$ cat src/rtl/core/efd_pkg.sv
package efd_pkg;

    // line markers and escape flip mask
    localparam logic [7:0] MARK_START = 8'h7E;
    localparam logic [7:0] MARK_ESC   = 8'h7D;
    localparam logic [7:0] MARK_END   = 8'h7F;
    localparam logic [7:0] ESC_FLIP   = 8'h20;

    // frame size limits
    localparam int         STORE_DEPTH_DEF = 64;
    localparam int         MAX_FRAME       = 64;
    localparam logic [6:0] LIMIT_RESET     = 7'd64;

    // sequencer states
    typedef enum logic [1:0] {
        ST_IDLE,
        ST_READ,
        ST_HOLD
    } t_state;

    // result of the shared count and compare unit
    typedef struct packed {
        logic [6:0] sum;
        logic       reach;
        logic       hit;
    } t_cnt_res;

endpackage

$ cat src/rtl/core/efd_store.sv
module efd_store #(
    parameter  int MEM_DEPTH = efd_pkg::STORE_DEPTH_DEF,
    localparam int ADDR_W    = $clog2(MEM_DEPTH)
) (
    input  logic              i_clk,
    input  logic              i_we,
    input  logic [ADDR_W-1:0] i_waddr,
    input  logic [7:0]        i_wdata,
    input  logic [ADDR_W-1:0] i_raddr,
    output logic [7:0]        o_rdata
);

    logic [7:0] mem [MEM_DEPTH];
    logic [7:0] r_rdata;

    // single write port, registered read port
    always_ff @(posedge i_clk) begin
        if (i_we) begin
            mem[i_waddr] <= i_wdata;
        end
        r_rdata <= mem[i_raddr];
    end

    assign o_rdata = r_rdata;

endmodule

$ cat src/rtl/core/efd_cnt_unit.sv
module efd_cnt_unit (
    input  logic              [6:0] i_operand,
    input  logic              [6:0] i_bound,
    output efd_pkg::t_cnt_res       o_res
);

    logic [6:0] sum;

    // increment and compare against the bound
    assign sum         = i_operand + 7'd1;
    assign o_res.sum   = sum;
    assign o_res.reach = (sum >= i_bound);
    assign o_res.hit   = (sum == i_bound);

endmodule

$ cat src/rtl/core/efd_seq.sv
module efd_seq #(
    parameter  int MEM_DEPTH = efd_pkg::STORE_DEPTH_DEF,
    localparam int ADDR_W    = $clog2(MEM_DEPTH)
) (
    input  logic              i_clk,
    input  logic              i_rst_n,
    input  logic [6:0]        i_limit,
    input  logic              i_rx_valid,
    output logic              o_rx_ready,
    input  logic [7:0]        i_rx_byte,
    output logic              o_out_valid,
    input  logic              i_out_ready,
    output logic [5:0]        o_byte_index,
    output logic              o_frame_last,
    output logic              o_we,
    output logic [ADDR_W-1:0] o_waddr,
    output logic [7:0]        o_wdata,
    output logic [ADDR_W-1:0] o_raddr
);

    efd_pkg::t_state   r_state, n_state;
    logic [6:0]        r_len, n_len;
    logic [6:0]        r_idx, n_idx;
    logic              r_esc, n_esc;
    logic              is_ordinary;
    logic [6:0]        cnt_operand;
    logic [6:0]        cnt_bound;
    efd_pkg::t_cnt_res cnt;

    // shared unit: length update while collecting, index step and last-byte check on readout
    assign cnt_operand = (r_state == efd_pkg::ST_IDLE) ? r_len : r_idx;
    assign cnt_bound   = (r_state == efd_pkg::ST_IDLE) ? i_limit : r_len;

    efd_cnt_unit u_cnt (
        .i_operand (cnt_operand),
        .i_bound   (cnt_bound),
        .o_res     (cnt)
    );

    // byte class decode
    always_comb begin
        unique case (i_rx_byte)
            efd_pkg::MARK_ESC,
            efd_pkg::MARK_START,
            efd_pkg::MARK_END: is_ordinary = 1'b0;
            default:           is_ordinary = 1'b1;
        endcase
    end

    // next state
    always_comb begin
        n_state = r_state;
        n_len   = r_len;
        n_idx   = r_idx;
        n_esc   = r_esc;
        unique case (r_state)
            efd_pkg::ST_IDLE: begin
                if (i_rx_valid) begin
                    unique case (i_rx_byte)
                        efd_pkg::MARK_ESC: begin
                            n_esc = 1'b1;
                        end
                        efd_pkg::MARK_START: begin
                            n_len = 7'd0;
                            n_esc = 1'b0;
                        end
                        efd_pkg::MARK_END: begin
                            n_esc = 1'b0;
                            if (r_len >= 7'd2) begin
                                n_idx   = 7'd0;
                                n_state = efd_pkg::ST_READ;
                            end else begin
                                n_len = 7'd0;
                            end
                        end
                        default: begin
                            n_esc = 1'b0;
                            // overflow drops the frame
                            n_len = cnt.reach ? 7'd0 : cnt.sum;
                        end
                    endcase
                end
            end
            efd_pkg::ST_READ: begin
                n_state = efd_pkg::ST_HOLD;
            end
            efd_pkg::ST_HOLD: begin
                if (i_out_ready) begin
                    if (cnt.hit) begin
                        n_len   = 7'd0;
                        n_state = efd_pkg::ST_IDLE;
                    end else begin
                        n_idx   = cnt.sum;
                        n_state = efd_pkg::ST_READ;
                    end
                end
            end
            default: begin
                n_state = efd_pkg::ST_IDLE;
            end
        endcase
    end

    // outputs
    always_comb begin
        o_rx_ready   = (r_state == efd_pkg::ST_IDLE);
        o_out_valid  = (r_state == efd_pkg::ST_HOLD);
        o_we         = i_rx_valid && (r_state == efd_pkg::ST_IDLE) && is_ordinary;
        o_wdata      = r_esc ? (i_rx_byte ^ efd_pkg::ESC_FLIP) : i_rx_byte;
        o_waddr      = r_len[ADDR_W-1:0];
        o_raddr      = r_idx[ADDR_W-1:0];
        o_byte_index = r_idx[5:0];
        o_frame_last = cnt.hit;
    end

    // state registers
    always_ff @(posedge i_clk) begin
        if (!i_rst_n) begin
            r_state <= efd_pkg::ST_IDLE;
            r_len   <= 7'd0;
            r_idx   <= 7'd0;
            r_esc   <= 1'b0;
        end else begin
            r_state <= n_state;
            r_len   <= n_len;
            r_idx   <= n_idx;
            r_esc   <= n_esc;
        end
    end

    // a readout only runs for frames of two or more bytes, with the index inside the frame
    a_emit_len: assert property (@(posedge i_clk) disable iff (!i_rst_n)
        o_out_valid |-> (r_len >= 7'd2 && r_idx < r_len))
        else $error("readout of a short frame or index past frame end");

    // final beat clears the stored length and the escape flag
    a_last_clears: assert property (@(posedge i_clk) disable iff (!i_rst_n)
        (o_out_valid && i_out_ready && o_frame_last) |=> (r_len == 7'd0 && !r_esc))
        else $error("store not cleared after final beat");

    // a readout beat that is not last moves to the next byte
    a_idx_step: assert property (@(posedge i_clk) disable iff (!i_rst_n)
        (o_out_valid && i_out_ready && !o_frame_last) |=> (r_idx == $past(r_idx) + 7'd1))
        else $error("readout index did not advance by one");

    // writes only while collecting and inside the store
    a_we_idle: assert property (@(posedge i_clk) disable iff (!i_rst_n)
        o_we |-> (r_state == efd_pkg::ST_IDLE && r_len < 7'(MEM_DEPTH)))
        else $error("store write outside collection or past store end");

endmodule

$ cat src/rtl/core/escaped_frame_deframer.sv
// Byte-unstuffing frame receiver. Line bytes arrive on the rx channel, one per
// cycle while collecting: 0x7E starts a frame, 0x7D escapes the next byte
// (stored XOR 0x20), 0x7F ends the frame, anything else is stored. A frame
// whose stored length reaches frame_limit (capped at the store depth and 64)
// is dropped. An end marker with two or more stored bytes starts a readout
// in which each byte is sent as one output beat with its index and a last
// flag; each byte passes through a store read state and then a hold state
// until taken, and the rx channel is held off while the readout runs. The
// store is one single-port-write, registered-read memory read by the
// readout sequencer; it needs no clearing pass after reset.
module escaped_frame_deframer #(
    parameter int STORE_DEPTH = efd_pkg::STORE_DEPTH_DEF
) (
    input  logic       i_clk,
    input  logic       i_rst_n,
    input  logic       i_cfg_we,
    input  logic [6:0] i_cfg_wdata,
    input  logic       i_rx_valid,
    output logic       o_rx_ready,
    input  logic [7:0] i_rx_byte,
    output logic       o_out_valid,
    input  logic       i_out_ready,
    output logic [7:0] o_frame_byte,
    output logic [5:0] o_byte_index,
    output logic       o_frame_last
);

    localparam int MEM_DEPTH = (STORE_DEPTH < efd_pkg::MAX_FRAME) ?
                               STORE_DEPTH : efd_pkg::MAX_FRAME;
    localparam int ADDR_W    = $clog2(MEM_DEPTH);
    localparam logic [6:0] LIM_MAX = 7'(MEM_DEPTH);

    logic [6:0]        r_frame_limit;
    logic [6:0]        limit;
    logic              we;
    logic [ADDR_W-1:0] waddr;
    logic [ADDR_W-1:0] raddr;
    logic [7:0]        wdata;

    // frame limit register
    always_ff @(posedge i_clk) begin
        if (!i_rst_n) begin
            r_frame_limit <= efd_pkg::LIMIT_RESET;
        end else if (i_cfg_we) begin
            r_frame_limit <= i_cfg_wdata;
        end
    end

    // effective limit, capped at the store depth
    assign limit = (r_frame_limit > LIM_MAX) ? LIM_MAX : r_frame_limit;

    efd_seq #(
        .MEM_DEPTH (MEM_DEPTH)
    ) u_seq (
        .i_clk        (i_clk),
        .i_rst_n      (i_rst_n),
        .i_limit      (limit),
        .i_rx_valid   (i_rx_valid),
        .o_rx_ready   (o_rx_ready),
        .i_rx_byte    (i_rx_byte),
        .o_out_valid  (o_out_valid),
        .i_out_ready  (i_out_ready),
        .o_byte_index (o_byte_index),
        .o_frame_last (o_frame_last),
        .o_we         (we),
        .o_waddr      (waddr),
        .o_wdata      (wdata),
        .o_raddr      (raddr)
    );

    efd_store #(
        .MEM_DEPTH (MEM_DEPTH)
    ) u_store (
        .i_clk   (i_clk),
        .i_we    (we),
        .i_waddr (waddr),
        .i_wdata (wdata),
        .i_raddr (raddr),
        .o_rdata (o_frame_byte)
    );

endmodule
$ cat config.mk
export PLATFORM = sky130hd
export DESIGN_NAME = escaped_frame_deframer
export DESIGN_NICKNAME = d
export VERILOG_FILES = /design/src/rtl/core/efd_pkg.sv /design/src/rtl/core/efd_store.sv /design/src/rtl/core/efd_cnt_unit.sv /design/src/rtl/core/efd_seq.sv /design/src/rtl/core/escaped_frame_deframer.sv
export SDC_FILE = /design/constraint.sdc
export NUM_CORES = 1
export LEC_CHECK = 0
export BUFFER_PORTS_ARGS = -buffer_cell sky130_fd_sc_hd__buf_2
export CORE_MARGIN = 2
export CORE_UTILIZATION = 55
export DETAILED_ROUTE_END_ITERATION = 10
export GPL_ROUTABILITY_DRIVEN = 0
export PLACE_DENSITY = 0.71
export SLEW_MARGIN = 20
export SYNTH_ARGS = -nofsm -noshare
export SYNTH_HDL_FRONTEND = slang
export SYNTH_SLANG_ARGS = --single-unit
$ cat constraint.sdc
create_clock -name i_clk -period 4.6 [get_ports i_clk]
set_clock_uncertainty 0.05 [all_clocks]
set_input_delay 0.23 -clock i_clk [delete_from_list [all_inputs] [get_ports i_clk]]
set_output_delay 0.23 -clock i_clk [all_outputs]
set_load 0.005 [all_outputs]
==> qor.yml <==
status: "completed"
first_pass_iters: 7
power_frac_seq_pct: 55.5
powerDensity_nw_per_um2: 406.7
grt_pass1_vias: 11160
grt_use_total_pct: 24.56
fmax_ghz: 0.2396
synth_cell_type_count: 58
die_area_um2: 40920
crit_type: "flop to flop"
final_hold_viol_count: 0
avgSynthCellArea_um2: 18.89
synth_area_um2: 21620
clk_latency_ps: 590
worst_pin_slew_ps: 957.3
clock_path_buffers: 3
grt_pass1_wl_um: 73220
synth-seq-area-share_pct: 74.06
ys.flop_type: "edfxtp_1"
layout_commonest_cell: "edfxtp_1"
p_int_mw: 7.899
avgRoutedWirePerCell_um: 27.77
syn2layout_area_growth_pct: 11.64
end_kind: "flop"
drt_wl_total_um: 48940
async_reset_ff_share_pct: 0
setup_viol: 0
crit_slowest_cell: "a2111oi_0"
core-area_um2: 38740
p_sw_mw: 1.919
p_leak_nw: 7.471
grt_antenna_before_repair: 0
slowest_delay_ps: 680
crit_fanout: 17
cts.sinks: 544
drt_iter0_drc: 1158
drc: 0
row_count: 72
arrival_ps: 4640
post_cts.repair.setup_buffers: 0
hold_slack_ps: 158.2
numPortBuffers: 36
hold_class: "input pin to flop"
startpoint_type: "flop"
cts_root_buffer: "clkbuf_16"
fin_nets: 1230
initial_core_util_pct: 55.82
gr-total-overflow: 0
die_width_um: 202.3
drive_gt1_share_pct: 21.62
period_share_pct: 90.71
rsz0062_at_grt: "no"
cts_tree: "yes"
path_cells: "or2_1 > o21ai_0 > ha_1 > nand3_1 > xor2_1 > o21ai_0 > ha_1 > a21o_1 > a21o_1 > a2111oi_0 > and4_4 > a22o_1"
worst_ir_drop_vdd_uv: 372.3
swShare_pct: 19.54
clk_pin_slew_ps: 60
cts_buffers: 53
syn_inst: 1145
mostFrequentLayoutCells: "edfxtp_1, mux4_2, nor2_1"
die_h_um: 202.3
required_ps: 5070
relSlewSlack_pct: 35.95
hpwlAfterDp_um: 28550
clkPwrFrac_pct: 42.2
cts_max_level: 2
cap_viol_max_count: 0
reg2reg_setup_slack_ps: 430
min_period_ps: 4173
vias_per_cell: 6.301
finalSetupTns_ps: 0
grt_max_degree: 116
synth_warnings: 0
drtAntennaViolNets: 0
synth-seq-cells: 544
total_power_mw: 9.818
antenna_cells: 0
vias: 11100
slew_viol_final: 0
synthesis.nets: 1173
combinationalPowerShare_pct: 2.3
num_io_pins: 37
synth_edf_count: 512
-- through the flow --
stage	setup slack [ps]	instances	utilization, %	cell area [µm²]
4_1_cts	512.3	1762	62.32	24140
3_3_place_gp	628.1	1647	57.57	22300
5_1_grt	12.99	1762	62.32	24140
2_1_floorplan	445.7	1145	-	21620
3_5_place_dp	525.1	1647	57.57	22300
6_report	427.1	1762	62.32	24140
-- what timing repair did --
| item | CTS | global route |
|---|---|---|
| resized for setup | 0 | 0 |
| hold buffers | 18 | 0 |
| hold endpoints to repair | 11 | 0 |
-- power groups by stage --
stage / Sequential [mW] / Combinational [mW] / Clock, mW
global placement: 5.55 / 0.201 / 0
CTS: 5.45 / 0.221 / 4.20
floorplan: 5.55 / 0.0777 / 0
finish: 5.45 / 0.222 / 4.15
detailed placement: 5.55 / 0.207 / 0
global route: 5.45 / 0.239 / 4.38
-- metal layers --
metal	track usage, %	part of all wire, %
met2	39.79	50
met5	0	0
met1	34.41	40
met3	4.515	7.5
met4	7.612	2.8
-- worst max-delay path, delay by kind of cell (launching register included) --
kind | cells | cell delay [ps]
AND/OR/NAND/NOR | 3 | 960
AO/OA/AOI/OAI | 6 | 1920
adder cells (fa/ha/maj) | 2 | 650
flip-flops | 1 | 370
XOR/XNOR | 1 | 170
-- layout make-up --
class                      count  area [µm²]
clock buffer                  81        1534
clock inverter                16       125.1
fill                        2695       14600
inverter                      10       37.54
multi-input combinational    517        5219
sequential                   544       16030
tap                          518       648.1
timing repair buffer          76       550.5
-- path summary, 6_finish.rpt --
check,startpoint,to,cells after the start
hold reg to reg,u_seq.r_esc,u_seq.r_esc,2
hold / removal,i_rx_byte[5],u_store.mem[41][5],2
setup / recovery,u_seq.r_state[1],u_seq.r_len[5],12
setup reg to reg,u_seq.r_state[1],u_seq.r_len[5],12
-- registers in the layout, summed over array words and instances (netlist names) --
name / flops
u_seq.r_len: 7
u_seq.r_esc: 1
u_seq.r_state: 2
u_store.o_rdata: 8
u_store.mem: 512
u_seq.r_idx: 7
r_frame_limit: 7
-- kinds of logic after synthesis --
family | after synthesis | synth area share (%)
multiplexers | 172 | 14.78
XOR/XNOR | 10 | 0.4050
AO/OA/AOI/OAI | 111 | 3.703
AND/OR/NAND/NOR | 216 | 4.698
adder cells (fa/ha/maj) | 8 | 0.4629
buffers and inverters | 84 | 1.892
flip-flops | 544 | 74.06
-- cell usage after synthesis (9+ instances only) --
cell type	count	area [µm²]
a22o_1	15	131.4
o32ai_1	9	78.83
nor3_1	14	70.07
a21oi_1	21	105.1
nand2_1	44	165.2
mux2i_1	47	470.5
o21ai_0	11	55.05
nor2_1	92	345.3
inv_1	9	33.78
buf_2	18	90.09
dfxtp_1	32	640.6
edfxtp_1	512	15370
o22ai_1	17	106.4
nand3_1	16	80.08
clkbuf_1	30	112.6
mux4_2	117	2635
buf_4	17	127.6
No activity file was read; power rests on OpenSTA's default activity.
